===== config.mk =====
export PLATFORM = sky130hd
export DESIGN_NAME = cca_cfg
export DESIGN_NICKNAME = d
export VERILOG_FILES = /design/src/sv/cca_pkg.sv /design/src/sv/cca_cfg.sv
export SDC_FILE = /design/constraint.sdc
export NUM_CORES = 1
export LEC_CHECK = 0
export BUFFER_PORTS_ARGS = -buffer_cell sky130_fd_sc_hd__buf_2
export CORE_ASPECT_RATIO = 1.5
export CORE_MARGIN = 2
export CORE_UTILIZATION = 35
export DETAILED_ROUTE_END_ITERATION = 12
export GPL_TIMING_DRIVEN = 0
export PLACE_DENSITY = 0.65
export SLEW_MARGIN = 20
export SYNTH_ARGS = -nofsm -noshare
export SYNTH_HDL_FRONTEND = slang
export SYNTH_SLANG_ARGS = --single-unit

===== constraint.sdc =====
create_clock -name i_clk -period 3.05 [get_ports i_clk]
set_input_delay 0.61 -clock i_clk [delete_from_list [all_inputs] [get_ports i_clk]]
set_output_delay 0.61 -clock i_clk [all_outputs]
set_load 0.05 [all_outputs]

===== src/sv/cca_pkg.sv =====
`timescale 1ns / 1ps
`default_nettype none

package cca_pkg;

    localparam int CLUSTER_W       = 12;
    localparam int ENTRY_W         = 32;
    localparam int CLUSTERS_DEF    = 4096;
    localparam int FIRST_CLUSTER   = 2;
    localparam int APB_AW          = 3;
    localparam int APB_DW          = 32;

    localparam logic [CLUSTER_W-1:0] CLUSTER_MAX_RST = 12'd4095;
    localparam logic [ENTRY_W-1:0]   EOC_MARK_RST    = 32'h0FFF_FFF8;

    // register index, taken from paddr above the byte offset
    localparam logic [APB_AW-3:0] REG_CLUSTER_MAX = 1'b0;
    localparam logic [APB_AW-3:0] REG_EOC_MARK    = 1'b1;

    typedef enum logic [1:0] {
        CMD_NEXT  = 2'd0,
        CMD_ALLOC = 2'd1,
        CMD_READ  = 2'd2,
        CMD_WRITE = 2'd3
    } t_cmd;

    typedef enum logic [1:0] {
        ST_GOOD     = 2'd0,
        ST_END      = 2'd1,
        ST_BAD_LINK = 2'd2,
        ST_FULL     = 2'd3
    } t_status;

    typedef enum logic [2:0] {
        S_CLEAR,
        S_IDLE,
        S_LOOK,
        S_EVAL,
        S_SCAN,
        S_CLAIM,
        S_LINK,
        S_DONE
    } t_state;

    typedef struct packed {
        logic [CLUSTER_W-1:0] cluster_max;
        logic [ENTRY_W-1:0]   eoc_mark;
    } t_cfg;

    typedef struct packed {
        logic clearing;
        logic load;
    } t_ctrl_stat;

endpackage

`default_nettype wire


===== src/sv/cca_cfg.sv =====
`timescale 1ns / 1ps
`default_nettype none

module cca_cfg import cca_pkg::*; (
    input  wire logic              i_clk,
    input  wire logic              i_rst_n,
    input  wire logic              psel,
    input  wire logic              penable,
    input  wire logic              pwrite,
    input  wire logic [APB_AW-1:0] paddr,
    input  wire logic [APB_DW-1:0] pwdata,
    output logic      [APB_DW-1:0] prdata,
    output logic                   pready,
    output t_cfg                   o_cfg
);

    logic [CLUSTER_W-1:0] r_cluster_max;
    logic [ENTRY_W-1:0]   r_eoc_mark;
    logic [APB_AW-3:0]    reg_sel;

    assign reg_sel = paddr[APB_AW-1:2];
    assign pready  = 1'b1;

    always_ff @(posedge i_clk) begin
        if (!i_rst_n) begin
            r_cluster_max <= CLUSTER_MAX_RST;
            r_eoc_mark    <= EOC_MARK_RST;
        end else if (psel && penable && pwrite) begin
            case (reg_sel)
                REG_CLUSTER_MAX: r_cluster_max <= pwdata[CLUSTER_W-1:0];
                REG_EOC_MARK:    r_eoc_mark    <= pwdata[ENTRY_W-1:0];
                default:         ;
            endcase
        end
    end

    always_comb begin
        case (reg_sel)
            REG_CLUSTER_MAX: prdata = APB_DW'(r_cluster_max);
            REG_EOC_MARK:    prdata = APB_DW'(r_eoc_mark);
            default:         prdata = '0;
        endcase
    end

    assign o_cfg.cluster_max = r_cluster_max;
    assign o_cfg.eoc_mark    = r_eoc_mark;

endmodule

`default_nettype wire


-- After elaboration in Yosys (flattened, before gate mapping)
Cells that the tools add are included.
- output and inout bits: 77
- logic and storage cells: 8
- input bits: 40
- flip-flop bits (word level): 44
- reductions and logical operators: 4
- multiplexer cells: 1
- bitwise gates (word level): 1
- operators with widths (kind ; number):
    32-bit case mux with 2 select lines ; 1
    2-bit AND reduction ; 2
    1-bit logical AND ; 2
    1-bit NOT ; 1

-- Depth between registers and ports, before layout
Gate-level depths: netlist (run 1).
- depth after elaboration: 3
- mapped depth: 5
- depth with buffers taken out: 2

-- Worst setup path after synthesis (run 1)
OpenSTA, ideal clock, no wires.
- kind: input to output
- from: input port paddr[2]
- to: output port prdata[10]
- cell stages on the path: 3
- path slack: 1.057 ns
- data required time: 2.440 ns
- path buffers: 2
- data arrival time: 1.383 ns
- cells stage by stage: buf_6 buf_2 mux2_2
- longest elaborated chain between the ends: 2
- ends and longest elaborated chain (element ; RTL line ; text):
    from (decl) ; cca_cfg.sv:10 ; input wire logic [APB_AW-1:0] paddr,
    1-bit NOT (no source line) ; n/a ;
    32-bit case mux with 2 select lines * ; cca_cfg.sv:38 ; case (reg_sel)
    to (decl) ; cca_cfg.sv:12 ; output logic [APB_DW-1:0] prdata,
Mark *: on every way between the ends. The rest lies on a longest branch, timed or not.

-- Worst setup path after layout (run 1)
- from: input port paddr[2]
- to: output port prdata[5]
Same word-level chain as after synthesis.

==> results.txt, run 1 <==
----------------------------------------------------
[Status]
  Run status ... finished clean

[Flow run]
  Max-cap violation count ... 0

[Timing]
  Setup slack of the critical path after layout ... 0.8503 ns
  Sum of negative setup slack ... 0 ns
  Final-report setup violation count ... 0
  Final count of hold timing violations ... 0
  Count of pins over their slew limit ... 0
  Crit share post-route ... 72.12%
  Layout Skew ... 0 ns
  Clock period minus worst slack ... 2.200 ns
  Fmax ... 454.6 MHz
  Setup repair after global routing missed its margin ... no

[Logic synthesis]
  Share of synthesized area occupied by flip-flops and latches ... 39.57%
  Largest area contributor in the netlist ... sky130_fd_sc_hd__dfxtp_1
  Share of the synthesized area in compound gates (AO/OA/AOI/OAI) ... 0%
  Syn Inst Count ... 223
  Cell types occupying the most area after synthesis ... sky130_fd_sc_hd__dfxtp_1 40%, sky130_fd_sc_hd__mux2i_1 20%, sky130_fd_sc_hd__nor2b_1 18%
  Largest family of logic cells by synthesized area ... simple AND/OR/NAND/NOR gates
  Portion of synthesized cell area occupied by the leading cell type ... 39.57%
  Synthesized Nets ... 263
  Library cells used by synthesis ... 16
  Count of state elements after synthesis ... 44
  Proportion of synthesized area in mux cells ... 25.86%
  Yosys warns ... 0
  Adder-cell share of the synthesized area ... 0%
  Cell area after technology mapping ... 0.002226 sq mm
  Mean area per synthesized cell ... 9.982 sq um
  Synth Area in Simple Gates ... 27.88%
  XOR/XNOR Fraction of Synth Area ... 0%

[Clock tree]
  Cell at the root of the clock tree ... sky130_fd_sc_hd__clkbuf_8
  Post-CTS sizing ... 0
  CTS sink cnt ... 44
  CTS clock-pin slew for the worst setup and hold paths ... 0.08 ns
  Clock Tree Buf Depth ... 2
  Worst-skew pair later-pin latency ... 0.29 ns
  Post-CTS setup buffers ... 0
  Maximum level of the CTS H-tree ... 2
  Clock tree from TritonCTS ... yes
  Cts-stage hold buffer count ... 0
  CTS buffer count ... 5

[Floorplanning]
  Starting Density ... 36.31%
  Chip Width ... 69.12 microns
  Placeable Area ... 0.006131 sq mm
  Std cell rows ... 35
  Die height ... 101.7 microns
  Number of top-level design ports ... 117
  Area of the die ... 0.007027 sq mm

[Routing]
  Length of routed wiring on met1 ... 2279 microns
  Routed wire length per instance ... 13.07 microns
  Drt drc ... 0
  Topmost layer with routed signal wires ... met4
  Via/cell ratio ... 4.550
  Vias after detailed routing ... 1,893
  Total Routed Length ... 5438 microns
  Violation count after the first detailed-routing iteration ... 43
  Total length of routed met3 wires ... 273 microns
  Routed Antenna Nets ... 0
  Drt first pass iters ... 4
  DR WL met2 ... 2832 microns

[Pwr]
  Combinational power share ... 20.8%
  Leakage power total ... 1.232 nW
  Internal Power ... 0.9199 mW
  Ratio of total power to cell area ... 441.6 mW/mm^2
  Switching share of power ... 30.22%
  Power share of the sequential group ... 45.2%
  Peak supply drop ... 0.2527 mV
  Clk pwr share ... 34.0%
  Sw power ... 0.3984 mW
  Design Power ... 1.318 mW

[Layout]
  Non-Filler Cell Area, Final ... 0.002985 sq mm
  N_diodes ... 0
  Most common cell after layout, fill and taps aside ... sky130_fd_sc_hd__buf_2
  Layout cells sized above 1 ... 41.81%
  Final cell utilization of the core ... 48.69%
  FILL cells ... 613
  Layout overhead on the synthesized area ... 34.12%
  Final #Nets ... 381
  Most frequent cells in the layout ... 116 x sky130_fd_sc_hd__buf_2, 65 x sky130_fd_sc_hd__nor2b_1, 44 x sky130_fd_sc_hd__mux2i_1, 44 x sky130_fd_sc_hd__dfxtp_1, 20 x sky130_fd_sc_hd__and2_1

[Global routing]
  Number of antenna violations at the first check in global routing ... 0
  Number of global-route vias before repair ... 1,786
  First-pass GRT wire length ... 8473 microns
  Total routing resource utilization after global routing ... 14.98%
  Grt total ovfl ... 0
  Pin count of the biggest net entering global routing ... 15

[Worst setup path]
  Sort of element at the end of the critical path ... output port
  Arrival time of data at the critical path endpoint ... 1.59 ns
  Category of the critical setup timing path ... input pin to output port
  Peak fanout along the critical path ... 10
  Element type at the critical path start ... input pin
  Logic depth of the worst register-to-register path ... 2
  Required time of the critical path ... 2.44 ns

[Min path]
  Type of the most critical hold path ... register to register
  Hold Crit Depth ... 2

[Place]
  Pre-CTS setup slack ... 0.8334 ns
  Detailed placement HPWL ... 4118 microns
  Final weighted congestion in routability-driven placement ... 0.7203
  Placed cell area ... 0.002874 sq mm
  # port buffers ... 111

----------------------------------------------------
-- critical path: stages --
cell and delay (ns):
sky130_fd_sc_hd__buf_6 0.11, sky130_fd_sc_hd__buf_2 0.28, sky130_fd_sc_hd__mux2_2 0.38, sky130_fd_sc_hd__buf_2 0.21
-- synthesized netlist by cell type --
cell type and count:
sky130_fd_sc_hd__and2_1 20, sky130_fd_sc_hd__clkbuf_1 8, sky130_fd_sc_hd__nor2b_1 65, sky130_fd_sc_hd__and4b_1 1, sky130_fd_sc_hd__nand4b_1 1, sky130_fd_sc_hd__conb_1 1
sky130_fd_sc_hd__and4_4 1, sky130_fd_sc_hd__buf_4 1, sky130_fd_sc_hd__nand2_1 14, sky130_fd_sc_hd__dfxtp_1 44, sky130_fd_sc_hd__nand4_1 1, sky130_fd_sc_hd__mux2i_1 44
sky130_fd_sc_hd__buf_2 5, sky130_fd_sc_hd__buf_6 2, sky130_fd_sc_hd__mux2_2 12, sky130_fd_sc_hd__buf_12 3
-- logic make-up after synthesis --
family	Yosys count
flops	44
buf+inv	19
simple gates	103
mux	56
other cells	1
-- path summary, 6_finish.rpt --
kind	slack, ns	startpoint	end
worst max-delay path	0.85	paddr[2]	prdata[5]
worst min register to register	0.48	r_eoc_mark[29]$_SDFFE_PN0P_	r_eoc_mark[29]$_SDFFE_PN0P_
worst min-delay path	0.48	r_eoc_mark[29]$_SDFFE_PN0P_	r_eoc_mark[29]$_SDFFE_PN0P_
worst max register to register	2.41	r_eoc_mark[25]$_SDFFE_PN1P_	r_eoc_mark[25]$_SDFFE_PN1P_
-- power by group through the flow --
| stage | Sequential (mW) | Combinational [mW] | Clock [mW] |
|---|---|---|---|
| floorplan | 0.653 | 0.158 | 0 |
| global placement | 0.609 | 0.275 | 0 |
| detailed placement | 0.610 | 0.276 | 0 |
| CTS | 0.596 | 0.277 | 0.463 |
| global route | 0.598 | 0.291 | 0.482 |
| finish | 0.596 | 0.274 | 0.448 |
-- sequential cells by signal, summed over array words and instances, names as in the netlist --
name	count
r_cluster_max	12
r_eoc_mark	32
-- metal layers --
metal  vias to the layer above  global-route usage, %
li1                        952                      -
met1                       878                  17.55
met2                        59                  27.44
met3                         4                  2.786
met4                         0                  4.977
met5                         -                      0
-- per-stage QoR --
| step | hold WS, ns | cells |
|---|---|---|
| after floorplan | 0.6763 | 223 |
| after global placement | 0.4548 | 408 |
| after detailed placement | 0.4669 | 408 |
| after CTS | 0.4790 | 416 |
| after global routing | 0.5028 | 416 |
| final | 0.4775 | 416 |
-- cell type report --
cell class / instances / area (sq um) / area share (%)
clock buffer: 5 / 68.82 / 2.305
buffer: 19 / 145.1 / 4.862
clock inverter: 3 / 42.54 / 1.425
timing repair buffer: 111 / 555.5 / 18.61
tap: 74 / 92.59 / 3.101
multi-input combinational: 160 / 1200 / 40.19
sequential: 44 / 880.8 / 29.51
Power figures use the tool's default switching activity.
==> inputs of run 2 (changes only) <==
--- a/config.mk
+++ b/config.mk
@@ -5,13 +5,14 @@
 export SDC_FILE = /design/constraint.sdc
 export NUM_CORES = 1
 export LEC_CHECK = 0
+export ABC_AREA = 1
 export BUFFER_PORTS_ARGS = -buffer_cell sky130_fd_sc_hd__buf_2
 export CORE_ASPECT_RATIO = 1.5
 export CORE_MARGIN = 2
 export CORE_UTILIZATION = 35
 export DETAILED_ROUTE_END_ITERATION = 12
 export GPL_TIMING_DRIVEN = 0
-export PLACE_DENSITY = 0.65
+export PLACE_DENSITY = 0.67
 export SLEW_MARGIN = 20
 export SYNTH_ARGS = -nofsm -noshare
 export SYNTH_HDL_FRONTEND = slang
==> constraint.sdc (replaced) <==
create_clock -name i_clk -period 2.05 [get_ports i_clk]
set_input_delay 0.41 -clock i_clk [delete_from_list [all_inputs] [get_ports i_clk]]
set_output_delay 0.41 -clock i_clk [all_outputs]
set_load 0.05 [all_outputs]
==> results.txt, run 2 <==
----------------------------------------------------
[Timing]
  Slew headroom ... 65.39%
  Sum of negative setup slack ... 0 ns
  Setup slack of the critical path after layout ... 0.2869 ns
  Setup repair after global routing missed its margin ... no
  Crit share post-route ... 86.00%
  Layout Skew ... 0 ns
  Count of pins over their slew limit ... 0
  Final count of hold timing violations ... 0
  Clock period minus worst slack ... 1.763 ns
  Final-report setup violation count ... 0
  Fmax ... 567.2 MHz
  Worst Tran Pin Value ... 0.5192 ns
  Post-route worst hold slack ... 0.3287 ns

[Floorplanning]
  Std cell rows ... 33
  Area of the die ... 0.006244 sq mm
  Chip Width ... 65.19 microns
  Placeable Area ... 0.005450 sq mm
  Die height ... 95.78 microns
  Number of top-level design ports ... 117
  Starting Density ... 36.07%

[Pwr]
  Ratio of total power to cell area ... 762.2 mW/mm^2
  Sw power ... 0.7028 mW
  Leakage power total ... 1.619 nW
  Internal Power ... 1.370 mW
  Switching share of power ... 33.90%
  Power share of the sequential group ... 43.8%
  Clk pwr share ... 31.6%
  Combinational power share ... 24.6%
  Peak supply drop ... 0.3589 mV

[Min path]
  Type of the most critical hold path ... input pin to register
  Hold Crit Depth ... 3
  Worst hold start ... pwdata[17]
  Hold Path End ... r_eoc_mark[17]$_SDFFE_PN1P_

[Clock tree]
  Maximum level of the CTS H-tree ... 2
  CTS sink cnt ... 44
  Post-CTS setup buffers ... 0
  Worst-skew pair later-pin latency ... 0.29 ns
  Post-CTS sizing ... 0
  CTS buffer count ... 5
  Cts-stage hold buffer count ... 0
  Cell at the root of the clock tree ... sky130_fd_sc_hd__clkbuf_8
  Clock tree from TritonCTS ... yes
  Clock Tree Buf Depth ... 2
  CTS clock-pin slew for the worst setup and hold paths ... 0.08 ns

[Logic synthesis]
  Count of state elements after synthesis ... 44
  Cell area after technology mapping ... 0.001966 sq mm
  Library cells used by synthesis ... 14
  Synth top cells by count ... 139 x sky130_fd_sc_hd__nand2_1, 45 x sky130_fd_sc_hd__nand3_1, 44 x sky130_fd_sc_hd__dfxtp_1, 28 x sky130_fd_sc_hd__inv_1, 15 x sky130_fd_sc_hd__nor2_1
  Share of synthesized area occupied by flip-flops and latches ... 44.81%
  Portion of synthesized cell area occupied by the leading cell type ... 44.81%
  Proportion of synthesized flip-flops having asynchronous set or reset ... 0%
  Most common cell in the synthesized netlist ... sky130_fd_sc_hd__nand2_1
  Largest area contributor in the netlist ... sky130_fd_sc_hd__dfxtp_1
  Cell types occupying the most area after synthesis ... sky130_fd_sc_hd__dfxtp_1 45%, sky130_fd_sc_hd__nand2_1 27%, sky130_fd_sc_hd__nand3_1 11%
  Yosys warns ... 0
  Syn Inst Count ... 295
  Mean area per synthesized cell ... 6.663 sq um
  Synthesized Nets ... 335
  Number of flops mapped to enable cells by yosys ... 0
  Main flop type after synthesis ... sky130_fd_sc_hd__dfxtp_1

[Worst setup path]
  Worst R2R End ... r_cluster_max[4]$_SDFFE_PN1P_
  Element type at the critical path start ... input pin
  Peak fanout along the critical path ... 10
  Register-to-Register Setup Slack ... 1.45 ns
  Reg2reg start ... r_cluster_max[4]$_SDFFE_PN1P_
  Arrival time of data at the critical path endpoint ... 1.35 ns
  Logic depth of the worst register-to-register path ... 2
  Required time of the critical path ... 1.64 ns
  Category of the critical setup timing path ... input pin to output port
  Sort of element at the end of the critical path ... output port

[Global routing]
  Number of global-route vias before repair ... 1,790
  Number of antenna violations at the first check in global routing ... 0
  Total routing resource utilization after global routing ... 16.83%
  Grt total ovfl ... 0
  Pin count of the biggest net entering global routing ... 15
  First-pass GRT wire length ... 8259 microns

[Routing]
  Violation count after the first detailed-routing iteration ... 44
  Vias after detailed routing ... 2,137
  Routed Antenna Nets ... 0
  Total Routed Length ... 5354 microns
  Routed wire length per instance ... 11.06 microns
  Drt first pass iters ... 4
  Drt drc ... 0
  Via/cell ratio ... 4.415

[Place]
  # port buffers ... 111
  Detailed placement HPWL ... 4073 microns
  Final weighted congestion in routability-driven placement ... 0.7442
  Pre-CTS setup slack ... 0.2599 ns

[Layout]
  Most common cell after layout, fill and taps aside ... sky130_fd_sc_hd__nand2_1
  Largest regs ... r_eoc_mark x32, r_cluster_max x12
  N_diodes ... 0
  Layout cells sized above 1 ... 33.09%
  Final #Nets ... 453
  Register with the highest flop count ... r_eoc_mark
  Max FFs per register ... 32
  Most frequent cells in the layout ... 139 x sky130_fd_sc_hd__nand2_1, 116 x sky130_fd_sc_hd__buf_2, 45 x sky130_fd_sc_hd__nand3_1
  Layout overhead on the synthesized area ... 38.38%

[Flow run]
  Max-cap violation count ... 0

[Status]
  Run status ... finished clean

----------------------------------------------------
run 2: worst max-delay path by stage:
stage,start,to,slack (ns),cells past startpoint
final,paddr[2],prdata[23],0.29,6
after global routing,paddr[2],prdata[4],0.13,5
after CTS,paddr[2],prdata[9],0.26,5
after detailed placement,paddr[2],prdata[9],0.26,5
after global placement,paddr[2],prdata[4],0.27,5
after floorplan,paddr[2],prdata[28],0.37,5
run 2: power groups by stage:
| stage | combinational, mW | sequential, mW | clock (mW) |
|---|---|---|---|
| finish | 0.511 | 0.908 | 0.655 |
| global route | 0.549 | 0.912 | 0.700 |
| CTS | 0.516 | 0.908 | 0.671 |
| detailed placement | 0.515 | 0.928 | 0 |
| global placement | 0.513 | 0.927 | 0 |
| floorplan | 0.276 | 1.03 | 0 |
run 2: metrics by stage:
step / util (%) / power [mW] / instance area (sq um) / cells
after floorplan: - / 1.308 / 1966 / 295
after global placement: 47.87 / 1.440 / 2609 / 476
after detailed placement: 47.87 / 1.443 / 2609 / 476
after CTS: 49.91 / 2.095 / 2720 / 484
after global routing: 49.91 / 2.161 / 2720 / 484
final: 49.91 / 2.073 / 2720 / 484
run 2: worst max-delay path: stages:
cell and delay, ns:
sky130_fd_sc_hd__buf_6 0.10, sky130_fd_sc_hd__buf_2 0.22, sky130_fd_sc_hd__buf_2 0.25, sky130_fd_sc_hd__nand2_1 0.08
sky130_fd_sc_hd__inv_1 0.05, sky130_fd_sc_hd__buf_2 0.25
run 2: layout make-up:
type                            instances  area (sq um)
Sequential cell                        44         880.8
Inverter                               29         108.9
Timing Repair Buffer                  111         555.5
Clock buffer                            5         68.82
Fill cell                             598          2730
Clock inverter                          3         42.54
Buffer                                 19         126.4
Multi-Input combinational cell        203         849.6
Tap cell                               70         87.58
run 2: layer usage:
layer | up-vias | wire length, microns | part of all wire, % | track usage [%]
li1 | 1123 | - | - | -
met1 | 940 | 2244 | 42 | 18.45
met2 | 67 | 2696 | 50 | 31.46
met3 | 7 | 312 | 5.8 | 3.275
met4 | 0 | 102 | 1.9 | 6.424
met5 | - | 0 | 0 | 0
run 2: cells by family after synthesis:
kind of cell	count (synthesis)	share of synthesized area (%)
DFF	44	44.81
and+or+nand+nor	202	43.03
buffers and inverters	48	11.97
other	1	0.1908
