<file path="config.mk">
export PLATFORM = sky130hd
export DESIGN_NAME = cca_ctrl_flat
export DESIGN_NICKNAME = d
export VERILOG_FILES = /design/src/sv/cca_pkg.sv /design/src/sv/cca_req_if.sv /design/src/sv/cca_rsp_if.sv /design/src/sv/cca_ctrl.sv /design/src/flat_wrapper.sv
export SDC_FILE = /design/constraint.sdc
export NUM_CORES = 1
export LEC_CHECK = 0
export ABC_AREA = 1
export ABC_CLOCK_PERIOD_IN_PS = 5200
export BUFFER_PORTS_ARGS = -buffer_cell sky130_fd_sc_hd__buf_2
export CAP_MARGIN = 20
export CORE_ASPECT_RATIO = 1.4
export CORE_MARGIN = 5
export CORE_UTILIZATION = 55
export DETAILED_ROUTE_END_ITERATION = 8
export PLACE_DENSITY = 0.78
export REMOVE_ABC_BUFFERS = 1
export SETUP_SLACK_MARGIN = 0.1
export SLEW_MARGIN = 20
export SYNTH_ARGS = -nofsm -noshare
export SYNTH_HDL_FRONTEND = slang
export SYNTH_SLANG_ARGS = --single-unit
</file>
<file path="constraint.sdc">
create_clock -name i_clk -period 5.2 [get_ports i_clk]
set_clock_uncertainty 0.15 [all_clocks]
set_input_delay 0.26 -clock i_clk [delete_from_list [all_inputs] [get_ports i_clk]]
set_output_delay 0.26 -clock i_clk [all_outputs]
set_load 0.01 [all_outputs]
</file>
<file path="src/sv/cca_pkg.sv">
`timescale 1ns / 1ps
`default_nettype none

package cca_pkg;

    localparam int CLUSTER_W       = 12;
    localparam int ENTRY_W         = 32;
    localparam int CLUSTERS_DEF    = 4096;
    localparam int FIRST_CLUSTER   = 2;
    localparam int APB_AW          = 3;
    localparam int APB_DW          = 32;

    localparam logic [CLUSTER_W-1:0] CLUSTER_MAX_RST = 12'd4095;
    localparam logic [ENTRY_W-1:0]   EOC_MARK_RST    = 32'h0FFF_FFF8;

    // register index, taken from paddr above the byte offset
    localparam logic [APB_AW-3:0] REG_CLUSTER_MAX = 1'b0;
    localparam logic [APB_AW-3:0] REG_EOC_MARK    = 1'b1;

    typedef enum logic [1:0] {
        CMD_NEXT  = 2'd0,
        CMD_ALLOC = 2'd1,
        CMD_READ  = 2'd2,
        CMD_WRITE = 2'd3
    } t_cmd;

    typedef enum logic [1:0] {
        ST_GOOD     = 2'd0,
        ST_END      = 2'd1,
        ST_BAD_LINK = 2'd2,
        ST_FULL     = 2'd3
    } t_status;

    typedef enum logic [2:0] {
        S_CLEAR,
        S_IDLE,
        S_LOOK,
        S_EVAL,
        S_SCAN,
        S_CLAIM,
        S_LINK,
        S_DONE
    } t_state;

    typedef struct packed {
        logic [CLUSTER_W-1:0] cluster_max;
        logic [ENTRY_W-1:0]   eoc_mark;
    } t_cfg;

    typedef struct packed {
        logic clearing;
        logic load;
    } t_ctrl_stat;

endpackage

`default_nettype wire

</file>
<file path="src/sv/cca_req_if.sv">
`timescale 1ns / 1ps
`default_nettype none

interface cca_req_if import cca_pkg::*; ();
    logic                 valid;
    logic                 ready;
    t_cmd                 cmd;
    logic [CLUSTER_W-1:0] current_cluster;
    logic [ENTRY_W-1:0]   entry_value;
    logic                 is_directory;

    modport source (output valid, cmd, current_cluster, entry_value, is_directory,
                    input ready);
    modport sink   (input valid, cmd, current_cluster, entry_value, is_directory,
                    output ready);
endinterface

`default_nettype wire

</file>
<file path="src/sv/cca_rsp_if.sv">
`timescale 1ns / 1ps
`default_nettype none

interface cca_rsp_if import cca_pkg::*; ();
    logic                 valid;
    logic                 ready;
    t_status              status;
    logic [CLUSTER_W-1:0] new_cluster;
    logic                 chain_started;
    logic                 zero_needed;
    logic [ENTRY_W-1:0]   read_value;

    modport source (output valid, status, new_cluster, chain_started, zero_needed,
                    read_value, input ready);
    modport sink   (input valid, status, new_cluster, chain_started, zero_needed,
                    read_value, output ready);
endinterface

`default_nettype wire

</file>
<file path="src/sv/cca_ctrl.sv">
`timescale 1ns / 1ps
`default_nettype none

module cca_ctrl import cca_pkg::*; #(
    parameter int CLUSTERS = CLUSTERS_DEF
) (
    input  wire logic                        i_clk,
    input  wire logic                        i_rst_n,
    input  wire t_cfg                        i_cfg,
    cca_req_if.sink                          i_req,
    cca_rsp_if.source                        o_rsp,
    output logic                             o_mem_we,
    output logic [$clog2(CLUSTERS)-1:0]      o_mem_waddr,
    output logic [ENTRY_W-1:0]               o_mem_wdata,
    output logic [$clog2(CLUSTERS)-1:0]      o_mem_raddr,
    input  wire logic [ENTRY_W-1:0]          i_mem_rdata,
    output t_ctrl_stat                       o_stat
);

    localparam int AW = $clog2(CLUSTERS);
    // search arithmetic: wide enough for any cluster number plus one
    localparam int CW = ((AW > CLUSTER_W) ? AW : CLUSTER_W) + 1;
    localparam logic [CW-1:0] FIRST_W = CW'(FIRST_CLUSTER);
    localparam logic [CW-1:0] LAST_W  = CW'(CLUSTERS - 1);

    t_state               r_state, n_state;
    t_cmd                 r_cmd, n_cmd;
    logic [CLUSTER_W-1:0] r_cur, n_cur;
    logic [ENTRY_W-1:0]   r_val, n_val;
    logic                 r_dir, n_dir;
    logic [AW-1:0]        r_clr_idx, n_clr_idx;
    logic [CW-1:0]        r_idx, n_idx;
    logic [CW-1:0]        r_lim2, n_lim2;
    logic                 r_pass2, n_pass2;
    logic                 r_issue, n_issue;
    logic                 r_pend, n_pend;
    logic [AW-1:0]        r_pend_idx, n_pend_idx;
    logic [AW-1:0]        r_found, n_found;

    t_status              r_res_status, n_res_status;
    logic [CLUSTER_W-1:0] r_res_newc, n_res_newc;
    logic                 r_res_started, n_res_started;
    logic                 r_res_zero, n_res_zero;
    logic [ENTRY_W-1:0]   r_res_rd, n_res_rd;

    logic                 r_out_valid, n_out_valid;
    t_status              r_out_status;
    logic [CLUSTER_W-1:0] r_out_newc;
    logic                 r_out_started;
    logic                 r_out_zero;
    logic [ENTRY_W-1:0]   r_out_rd;

    logic [CW-1:0]        cur_ext, cmax_ext, m_ext, m_inc, start_ext, lim2_ext;
    logic [CW-1:0]        idx_inc, found_ext;
    logic [AW-1:0]        cur_idx;
    logic                 in_tbl, pass1_on, pass2_on, scan_last, load;
    logic [ENTRY_W-1:0]   entry, m_entry;
    t_status              follow_st;

    assign cur_ext   = CW'(r_cur);
    assign cur_idx   = cur_ext[AW-1:0];
    assign in_tbl    = cur_ext < CW'(CLUSTERS);
    assign cmax_ext  = CW'(i_cfg.cluster_max);
    assign m_ext     = (cmax_ext > LAST_W) ? LAST_W : cmax_ext;
    assign m_inc     = m_ext + CW'(1);
    assign m_entry   = ENTRY_W'(m_ext);
    assign start_ext = (cur_ext < FIRST_W) ? FIRST_W : cur_ext + CW'(1);
    assign lim2_ext  = (cur_ext < FIRST_W) ? FIRST_W :
                       ((cur_ext < m_inc) ? cur_ext : m_inc);
    assign pass1_on  = start_ext <= m_ext;
    assign pass2_on  = lim2_ext > FIRST_W;
    assign idx_inc   = r_idx + CW'(1);
    assign scan_last = r_pass2 ? (idx_inc >= r_lim2) : (r_idx == m_ext);
    assign found_ext = CW'(r_found);
    assign entry     = in_tbl ? i_mem_rdata : '0;

    always_comb begin
        if (entry >= i_cfg.eoc_mark) begin
            follow_st = ST_END;
        end else if (entry > m_entry || entry < ENTRY_W'(FIRST_CLUSTER)) begin
            follow_st = ST_BAD_LINK;
        end else begin
            follow_st = ST_GOOD;
        end
    end

    always_ff @(posedge i_clk) begin
        if (!i_rst_n) begin
            r_state     <= S_CLEAR;
            r_clr_idx   <= '0;
            r_issue     <= 1'b0;
            r_pend      <= 1'b0;
            r_out_valid <= 1'b0;
        end else begin
            r_state     <= n_state;
            r_clr_idx   <= n_clr_idx;
            r_issue     <= n_issue;
            r_pend      <= n_pend;
            r_out_valid <= n_out_valid;
        end
    end

    always_ff @(posedge i_clk) begin
        r_cmd         <= n_cmd;
        r_cur         <= n_cur;
        r_val         <= n_val;
        r_dir         <= n_dir;
        r_idx         <= n_idx;
        r_lim2        <= n_lim2;
        r_pass2       <= n_pass2;
        r_pend_idx    <= n_pend_idx;
        r_found       <= n_found;
        r_res_status  <= n_res_status;
        r_res_newc    <= n_res_newc;
        r_res_started <= n_res_started;
        r_res_zero    <= n_res_zero;
        r_res_rd      <= n_res_rd;
        if (load) begin
            r_out_status  <= r_res_status;
            r_out_newc    <= r_res_newc;
            r_out_started <= r_res_started;
            r_out_zero    <= r_res_zero;
            r_out_rd      <= r_res_rd;
        end
    end

    always_comb begin
        n_state       = r_state;
        n_cmd         = r_cmd;
        n_cur         = r_cur;
        n_val         = r_val;
        n_dir         = r_dir;
        n_clr_idx     = r_clr_idx;
        n_idx         = r_idx;
        n_lim2        = r_lim2;
        n_pass2       = r_pass2;
        n_issue       = r_issue;
        n_pend        = r_pend;
        n_pend_idx    = r_pend_idx;
        n_found       = r_found;
        n_res_status  = r_res_status;
        n_res_newc    = r_res_newc;
        n_res_started = r_res_started;
        n_res_zero    = r_res_zero;
        n_res_rd      = r_res_rd;
        o_mem_we      = 1'b0;
        o_mem_waddr   = cur_idx;
        o_mem_wdata   = r_val;
        o_mem_raddr   = (r_state == S_SCAN && r_issue) ? r_idx[AW-1:0] : cur_idx;
        load          = 1'b0;

        case (r_state)
            S_CLEAR: begin
                o_mem_we    = 1'b1;
                o_mem_waddr = r_clr_idx;
                o_mem_wdata = '0;
                n_clr_idx   = r_clr_idx + AW'(1);
                if (r_clr_idx == AW'(CLUSTERS - 1)) begin
                    n_state = S_IDLE;
                end
            end
            S_IDLE: begin
                if (i_req.valid) begin
                    n_cmd         = i_req.cmd;
                    n_cur         = i_req.current_cluster;
                    n_val         = i_req.entry_value;
                    n_dir         = i_req.is_directory;
                    n_res_status  = ST_GOOD;
                    n_res_newc    = i_req.current_cluster;
                    n_res_started = 1'b0;
                    n_res_zero    = 1'b0;
                    n_res_rd      = '0;
                    n_state       = S_LOOK;
                end
            end
            S_LOOK: begin
                // read of the current entry goes out here
                if (r_cmd == CMD_WRITE) begin
                    o_mem_we = in_tbl;
                    n_state  = S_DONE;
                end else begin
                    n_state = S_EVAL;
                end
            end
            S_EVAL: begin
                n_state = S_DONE;
                case (r_cmd)
                    CMD_READ: begin
                        n_res_rd = entry;
                    end
                    CMD_NEXT: begin
                        n_res_status = follow_st;
                        if (follow_st == ST_GOOD) begin
                            n_res_newc = entry[CLUSTER_W-1:0];
                        end
                    end
                    CMD_ALLOC: begin
                        if (cur_ext >= FIRST_W && entry < i_cfg.eoc_mark) begin
                            n_res_status = follow_st;
                            if (follow_st == ST_GOOD) begin
                                n_res_newc = entry[CLUSTER_W-1:0];
                            end
                        end else if (pass1_on || pass2_on) begin
                            n_idx   = pass1_on ? start_ext : FIRST_W;
                            n_pass2 = !pass1_on;
                            n_lim2  = lim2_ext;
                            n_issue = 1'b1;
                            n_pend  = 1'b0;
                            n_state = S_SCAN;
                        end else begin
                            n_res_status = ST_FULL;
                        end
                    end
                    default: ;
                endcase
            end
            S_SCAN: begin
                if (r_pend && i_mem_rdata == '0) begin
                    n_found = r_pend_idx;
                    n_issue = 1'b0;
                    n_pend  = 1'b0;
                    n_state = S_CLAIM;
                end else if (!r_issue) begin
                    n_pend       = 1'b0;
                    n_res_status = ST_FULL;
                    n_state      = S_DONE;
                end else begin
                    n_pend     = 1'b1;
                    n_pend_idx = r_idx[AW-1:0];
                    if (scan_last) begin
                        if (!r_pass2 && r_lim2 > FIRST_W) begin
                            n_idx   = FIRST_W;
                            n_pass2 = 1'b1;
                        end else begin
                            n_issue = 1'b0;
                        end
                    end else begin
                        n_idx = idx_inc;
                    end
                end
            end
            S_CLAIM: begin
                o_mem_we    = 1'b1;
                o_mem_waddr = r_found;
                o_mem_wdata = i_cfg.eoc_mark;
                n_res_newc  = found_ext[CLUSTER_W-1:0];
                n_res_zero  = r_dir;
                if (cur_ext >= FIRST_W) begin
                    n_state = S_LINK;
                end else begin
                    n_res_started = 1'b1;
                    n_state       = S_DONE;
                end
            end
            S_LINK: begin
                o_mem_we    = in_tbl;
                o_mem_waddr = cur_idx;
                o_mem_wdata = ENTRY_W'(found_ext);
                n_state     = S_DONE;
            end
            S_DONE: begin
                if (!r_out_valid || o_rsp.ready) begin
                    load    = 1'b1;
                    n_state = S_IDLE;
                end
            end
            default: n_state = S_IDLE;
        endcase

        if (load) begin
            n_out_valid = 1'b1;
        end else if (o_rsp.ready) begin
            n_out_valid = 1'b0;
        end else begin
            n_out_valid = r_out_valid;
        end
    end

    assign i_req.ready         = (r_state == S_IDLE);
    assign o_rsp.valid         = r_out_valid;
    assign o_rsp.status        = r_out_status;
    assign o_rsp.new_cluster   = r_out_newc;
    assign o_rsp.chain_started = r_out_started;
    assign o_rsp.zero_needed   = r_out_zero;
    assign o_rsp.read_value    = r_out_rd;

    assign o_stat.clearing = (r_state == S_CLEAR);
    assign o_stat.load     = load;

endmodule

`default_nettype wire

</file>
<file path="src/flat_wrapper.sv">
// flat-port wrapper written by rule: the top's interface ports become plain ports
module cca_ctrl_flat import cca_pkg::*;
#(
    parameter int CLUSTERS = CLUSTERS_DEF
)
  (i_clk, i_rst_n, i_cfg, o_mem_we, o_mem_waddr, o_mem_wdata, o_mem_raddr, i_mem_rdata, o_stat, i_req_valid, i_req_cmd, i_req_current_cluster, i_req_entry_value, i_req_is_directory, i_req_ready, o_rsp_valid, o_rsp_status, o_rsp_new_cluster, o_rsp_chain_started, o_rsp_zero_needed, o_rsp_read_value, o_rsp_ready);
  cca_req_if i_req_i ();
  cca_rsp_if o_rsp_i ();
  input  wire logic i_clk;
  input  wire logic i_rst_n;
  input  wire t_cfg i_cfg;
  output logic o_mem_we;
  output logic [$clog2(CLUSTERS)-1:0] o_mem_waddr;
  output logic [ENTRY_W-1:0] o_mem_wdata;
  output logic [$clog2(CLUSTERS)-1:0] o_mem_raddr;
  input  wire logic [ENTRY_W-1:0] i_mem_rdata;
  output t_ctrl_stat o_stat;
  input wire logic [$bits(i_req_i.valid)-1:0] i_req_valid;
  input wire logic [$bits(i_req_i.cmd)-1:0] i_req_cmd;
  input wire logic [$bits(i_req_i.current_cluster)-1:0] i_req_current_cluster;
  input wire logic [$bits(i_req_i.entry_value)-1:0] i_req_entry_value;
  input wire logic [$bits(i_req_i.is_directory)-1:0] i_req_is_directory;
  output wire logic [$bits(i_req_i.ready)-1:0] i_req_ready;
  output wire logic [$bits(o_rsp_i.valid)-1:0] o_rsp_valid;
  output wire logic [$bits(o_rsp_i.status)-1:0] o_rsp_status;
  output wire logic [$bits(o_rsp_i.new_cluster)-1:0] o_rsp_new_cluster;
  output wire logic [$bits(o_rsp_i.chain_started)-1:0] o_rsp_chain_started;
  output wire logic [$bits(o_rsp_i.zero_needed)-1:0] o_rsp_zero_needed;
  output wire logic [$bits(o_rsp_i.read_value)-1:0] o_rsp_read_value;
  input wire logic [$bits(o_rsp_i.ready)-1:0] o_rsp_ready;
  assign i_req_i.valid = i_req_valid;
  assign i_req_i.cmd = i_req_cmd;
  assign i_req_i.current_cluster = i_req_current_cluster;
  assign i_req_i.entry_value = i_req_entry_value;
  assign i_req_i.is_directory = i_req_is_directory;
  assign i_req_ready = i_req_i.ready;
  assign o_rsp_valid = o_rsp_i.valid;
  assign o_rsp_status = o_rsp_i.status;
  assign o_rsp_new_cluster = o_rsp_i.new_cluster;
  assign o_rsp_chain_started = o_rsp_i.chain_started;
  assign o_rsp_zero_needed = o_rsp_i.zero_needed;
  assign o_rsp_read_value = o_rsp_i.read_value;
  assign o_rsp_i.ready = o_rsp_ready;
  cca_ctrl #(.CLUSTERS(CLUSTERS)) u_core (.i_clk(i_clk), .i_rst_n(i_rst_n), .i_cfg(i_cfg), .i_req(i_req_i), .o_rsp(o_rsp_i), .o_mem_we(o_mem_we), .o_mem_waddr(o_mem_waddr), .o_mem_wdata(o_mem_wdata), .o_mem_raddr(o_mem_raddr), .i_mem_rdata(i_mem_rdata), .o_stat(o_stat));
endmodule
</file>
# Word level (Yosys, flattened, before mapping)

Index checks and enable logic that the tools add are counted.

Bits in registers: 212
Bits of input ports: 127
Output and inout bits: 109
Word-level logic and storage cells: 185

$add $sub $neg: 4
Magnitude comparators: 13
Eq/ne operators: 30
Mux-type cells: 78
Bitwise gates (word level): 2
Reduce and logical (&&, ||, !) cells: 34

Operator list:

| cell                  | number |
|---|---|
| $mux 13               | 11 |
| $mux 32               | 3 |
| $pmux 32 s3           | 1 |
| $pmux 32 s2           | 1 |
| $mux 12               | 5 |
| $pmux 12 s2           | 2 |
| $pmux 12 s3           | 1 |
| $ge 32x32->1          | 1 |
| $gt 32x13->1          | 1 |
| $logic_not 32->1      | 1 |
| $lt 32x2->1 const B   | 1 |
| $lt 32x32->1          | 1 |
| $mux 1                | 28 |
| $add 13x1->13 const B | 2 |
| $gt 13x2->1 const B   | 2 |
| $pmux 13 s2           | 1 |
| $mux 3                | 8 |
| $pmux 3 s8            | 1 |
| $mux 2                | 8 |
| $reduce_and 4->1      | 4 |
| $ne 2x2->1 const B    | 7 |
| $add 12x1->13 const B | 1 |
| $eq 13x13->1          | 1 |
| $ge 13x13->1          | 1 |
| other kinds (35)      | 68 |

# Longest topological paths before layout

Word-level depth: 12
Gate-level depth with buffers: 26
Gate-level depth less buffers: 25

# Worst setup path after synthesis

No wires, ideal clock.

Kind: register -> register
From: reg u_core.r_state[0]
To: reg u_core.r_res_rd[0], enable pin
Library setup time: 0.390 ns
Arrival: 3.979 ns
Required time: 4.660 ns
Slack: 0.681 ns
Cell stages (with the launch flop): 9
Path buffers: 0
Clock period less this slack: 4.519 ns
Cell sequence: dfxtp_1 inv_1 nor2_1 inv_1 nor2_1 inv_1 nor2_1 inv_1 nand2_1

Word-level cells in the longest chain between the ends: 3
Elaborated cells on any way between the ends: 6
Classes of those cells: eq/ne (4); reduce/logical (2)

Ends and longest elaborated chain:

| item                                                             | line               | source |
|---|---|---|
| start: declaration                                               | cca_ctrl.sv:26     | `t_state r_state, n_state;` |
| start signal: assignment                                         | cca_ctrl.sv:95     | `r_state <= n_state;` |
| $eq 3x1->1 *                                                     | -                  |  |
| net i_req_ready                                                  | flat_wrapper.sv:23 | `output wire logic [$bits(i_req_i.ready)-1:0] i_req_ready;` |
| $ne 2x2->1 (no line) / $reduce_bool 2->1 (equally long branches) | -                  |  |
| $reduce_and 3->1 (no line) *                                     | -                  |  |
| end signal: assignment                                           | cca_ctrl.sv:117    | `r_res_rd <= n_res_rd;` |
| end: declaration                                                 | cca_ctrl.sv:44     | `logic [ENTRY_W-1:0] r_res_rd, n_res_rd;` |

Mark *: on every way through the listed nets, which the timed path passes. The rest lies on a longest branch.
A chain may end at the register's enable or synchronous reset.

# Worst setup path in the final report

From: reg u_core.r_idx[0]
To: reg u_core.r_idx[10], enable pin

Word-level cells in the longest chain between the ends: 5
Elaborated cells on any way between the ends: 6
Classes of those cells: add/sub (1); order compare (1); eq/ne (2); mux (1); reduce/logical (1)

Ends and longest elaborated chain:

| item                         | line            | source |
|---|---|---|
| start: declaration           | cca_ctrl.sv:32  | `logic [CW-1:0] r_idx, n_idx;` |
| start signal: assignment     | cca_ctrl.sv:108 | `r_idx <= n_idx;` |
| $add 13x1->13                | cca_ctrl.sv:72  | `assign idx_inc = r_idx + CW'(1);` |
| $ge 13x13->1                 | cca_ctrl.sv:73  | `assign scan_last = r_pass2 ? (idx_inc >= r_lim2) : (r_idx == m_ext);` |
| $mux 1 *                     | cca_ctrl.sv:73  |  |
| $ne 3x3->1 (no line) *       | -               |  |
| $reduce_and 7->1 (no line) * | -               |  |

Mark *: on every way between the ends. The rest lies on a longest branch, timed or not.

==> results.cfg <==
[run_status]
outcome = finished with violations
violations = hold timing

[layout]
instances_no_fill = 1811
area_growth_pct = 24.45
fillers = 1535
fin_nets = 1747
drive_gt1_frac = 0.2014

[clocking]
post_cts_buffers = 0
cts_hold_buf = 68
cts_sinks = 212
htree_levels = 1
numCtsBuffers = 21
cts.path.max_buffers = 3
cts_tree = built
clk_latency_ps = 500
cts.clk_slew.worst_paths_ps = 70
postCtsResizedCells = 0
cts_root_buf = clkbuf_16

[critical_path]
cp_top_family = simple AND/OR/NAND/NOR gates
crit_top_cell = nand2_1
cp.required_ps = 5170
rrSetupSlack_ps = 910
cp_slowest_cell = edfxtp_1
path_cells = ha_1, nand2_1, nor2_1, nand3_1, nor2_1, nand2_1, inv_1, nand4_1, xor2_1, ha_1, a21oi_1, o21ai_0, a21oi_1, nand2_1, o21ai_0, nand2_1, o21ai_0, nand3_1, inv_1
slowest_delay_ps = 510
crit_type = register to register
critPathBufInv = 2
crit_path_max_fanout = 13
crit_path_start_kind = register
endpoint_kind = register
arrival_ps = 4270

[sta]
holdWs_ps = -12.03
finalSetupTns_ps = 0
setup_violations = 0
max_freq_mhz = 232.9
fin_crit_sh = 0.8258
drv_slew = 0
hold_viol_final = 1
fin_crit_ps = 4294
tightest_slew_ps = 1045
rsz0062_at_grt = false
slew-limit-headroom = 0.3007

[worst_hold_path]
hold_path_class = primary input to register

[synthesis]
synth_area_leaders = edfxtp_1 50%, ha_1 9.1%, inv_1 7.2%, nand2_1 7.0%, nor2_1 3.5%
ys_seq_area_frac = 0.5321
synth_cell_types = 47
ys.flop_type = edfxtp_1
synth_simple_gate_area_frac = 0.1820
syn_area_um2 = 11620
yosysTopAreaCell = edfxtp_1
synth_edf_count = 194
muxShareOfSynthArea = 0
synth_compound_area_frac = 0.08750
synth_common_cells = 224 x inv_1, 216 x nand2_1, 194 x edfxtp_1
async_flop_share = 0
synthCells = 1223
yosysMostFrequentCell = inv_1
synthXorXnorAreaFrac = 0.01948
synth_top_area_share = 0.5011
synth_top_family_by_area = simple AND/OR/NAND/NOR gates
synth_warnings = 0
syn_area_per_cell_um2 = 9.505
synthAdderAreaFrac = 0.09149
synth_seq_cells = 212

[floorplanning]
dieArea_um2 = 24190
num_rows = 63
die_h_um = 182.0
ios = 236
dieWidth_um = 132.9
core_um2 = 20970
initial_core_util = 0.5544

[power_and_ir_drop]
cellPowerDensity_nw_per_um2 = 355.2
p_leak_nw = 6.550
ir_drop_v = 0.0002466

[place]
place.gp.congestion = 0.9459
dpl.cell_count = 1704
dp_hpwl_um = 28580
place.port_buffers = 235

[detailed_routing]
ant_nets = 0
firstDrtPassIters = 5
detail_route.wl_per_cell_um = 21.36
drc = 0
vias_per_cell = 5.716
drt-initial-drc-count = 1019
wirelength_um = 38690
vias = 10350

[global_route]
grt_pass1_wl_um = 58220
grt_max_degree = 50
grt_use_total = 0.3117
grt_pass1_vias = 10510
grt_antenna_before_repair = 2
grt_overflow = 0

[job]
drv_cap = 0
[report_power, final]
| part | switching, mW | total (mW) | leakage (nW) | internal, mW |
|---|---|---|---|---|
| registers | 0.0908 | 2.15 | 1.90 | 2.06 |
| logic | 0.976 | 1.47 | 4.32 | 0.493 |
| clock network | 0.669 | 1.52 | 0.331 | 0.852 |
[worst min-delay path, stage by stage]
cell    delay, ps
buf_2         120
inv_1          40
nor2_1         90
[cells by family after synthesis]
logic type / after synthesis
AOI/OAI and AO/OA: 173
adders and majority gates: 85
buffers and inverters: 259
other: 1
xor gates and xnor gates: 25
and+or+nand+nor: 468
DFF: 212
[routing by layer]
metal | global-route usage | vias to the layer above | share of wire
met5 | 0 | - | 0
met4 | 0.1568 | 0 | 0.055
met3 | 0.04490 | 130 | 0.078
met2 | 0.5759 | 578 | 0.52
met1 | 0.3463 | 4859 | 0.35
li1 | - | 4784 | -
[flip-flops by register name, indices dropped and copies added (netlist names), 2 cells and up]
name                      count
u_core.o_rsp.read_value      32
u_core.r_res_rd              32
u_core.r_val                 32
u_core.r_idx                 13
u_core.r_lim2                13
u_core.cur_idx               12
u_core.o_rsp.new_cluster     12
u_core.r_clr_idx             12
u_core.r_found               12
u_core.r_pend_idx            12
u_core.r_res_newc            12
u_core.r_state                3
u_core.o_rsp.status           2
u_core.r_cmd                  2
u_core.r_res_status           2
[per-stage QoR]
step	hold slack, ps	setup WS, ps	utilization	cell area [um^2]	power (mW)
5_1_grt	0.4200	650.3	0.6900	14470	5.362
3_5_place_dp	254.5	842.3	0.6255	13120	3.569
3_3_place_gp	250.6	866.4	0.6255	13120	3.548
4_1_cts	4.239	933.9	0.6896	14460	5.110
6_report	-12.03	905.6	0.6900	14470	5.138
2_1_floorplan	208.9	681.2	-	11470	2.964
[path summary, 6_finish.rpt]
path | endpoint | cells after the start | from
hold / removal | u_core.r_res_rd[27] | 3 | i_mem_rdata[27]
setup reg to reg | u_core.r_idx[10] | 19 | u_core.r_idx[0]
setup / recovery | u_core.r_idx[10] | 19 | u_core.r_idx[0]
hold reg to reg | u_core.o_rsp.read_value[1] | 0 | u_core.r_res_rd[1]
[cell type report]
| cell class | instances | area [um^2] | share of cell area |
|---|---|---|---|
| Inverter | 228 | 855.8 | 0.05915 |
| Tap cell | 260 | 325.3 | 0.02249 |
| Antenna cell | 2 | 5.005 | 0.0003459 |
| Multi-Input combinational cell | 752 | 4447 | 0.3074 |
| Timing Repair Buffer | 320 | 1984 | 0.1372 |
| Clock buffer | 25 | 540.5 | 0.03736 |
| Sequential cell | 212 | 6186 | 0.4276 |
| Clock inverter | 12 | 123.9 | 0.008562 |
[placed cells by master (no fill, tap or decap), types with 22 or more instances in the layout]
cell type	instances
nand3_1	51
ha_1	85
inv_1	224
dlygate4sd3_1	68
nand2_1	216
edfxtp_1	194
xor2_1	22
o21ai_0	62
nand4_1	26
buf_2	235
a21oi_1	49
nor2_1	105
Power figures use the tool's default switching activity.
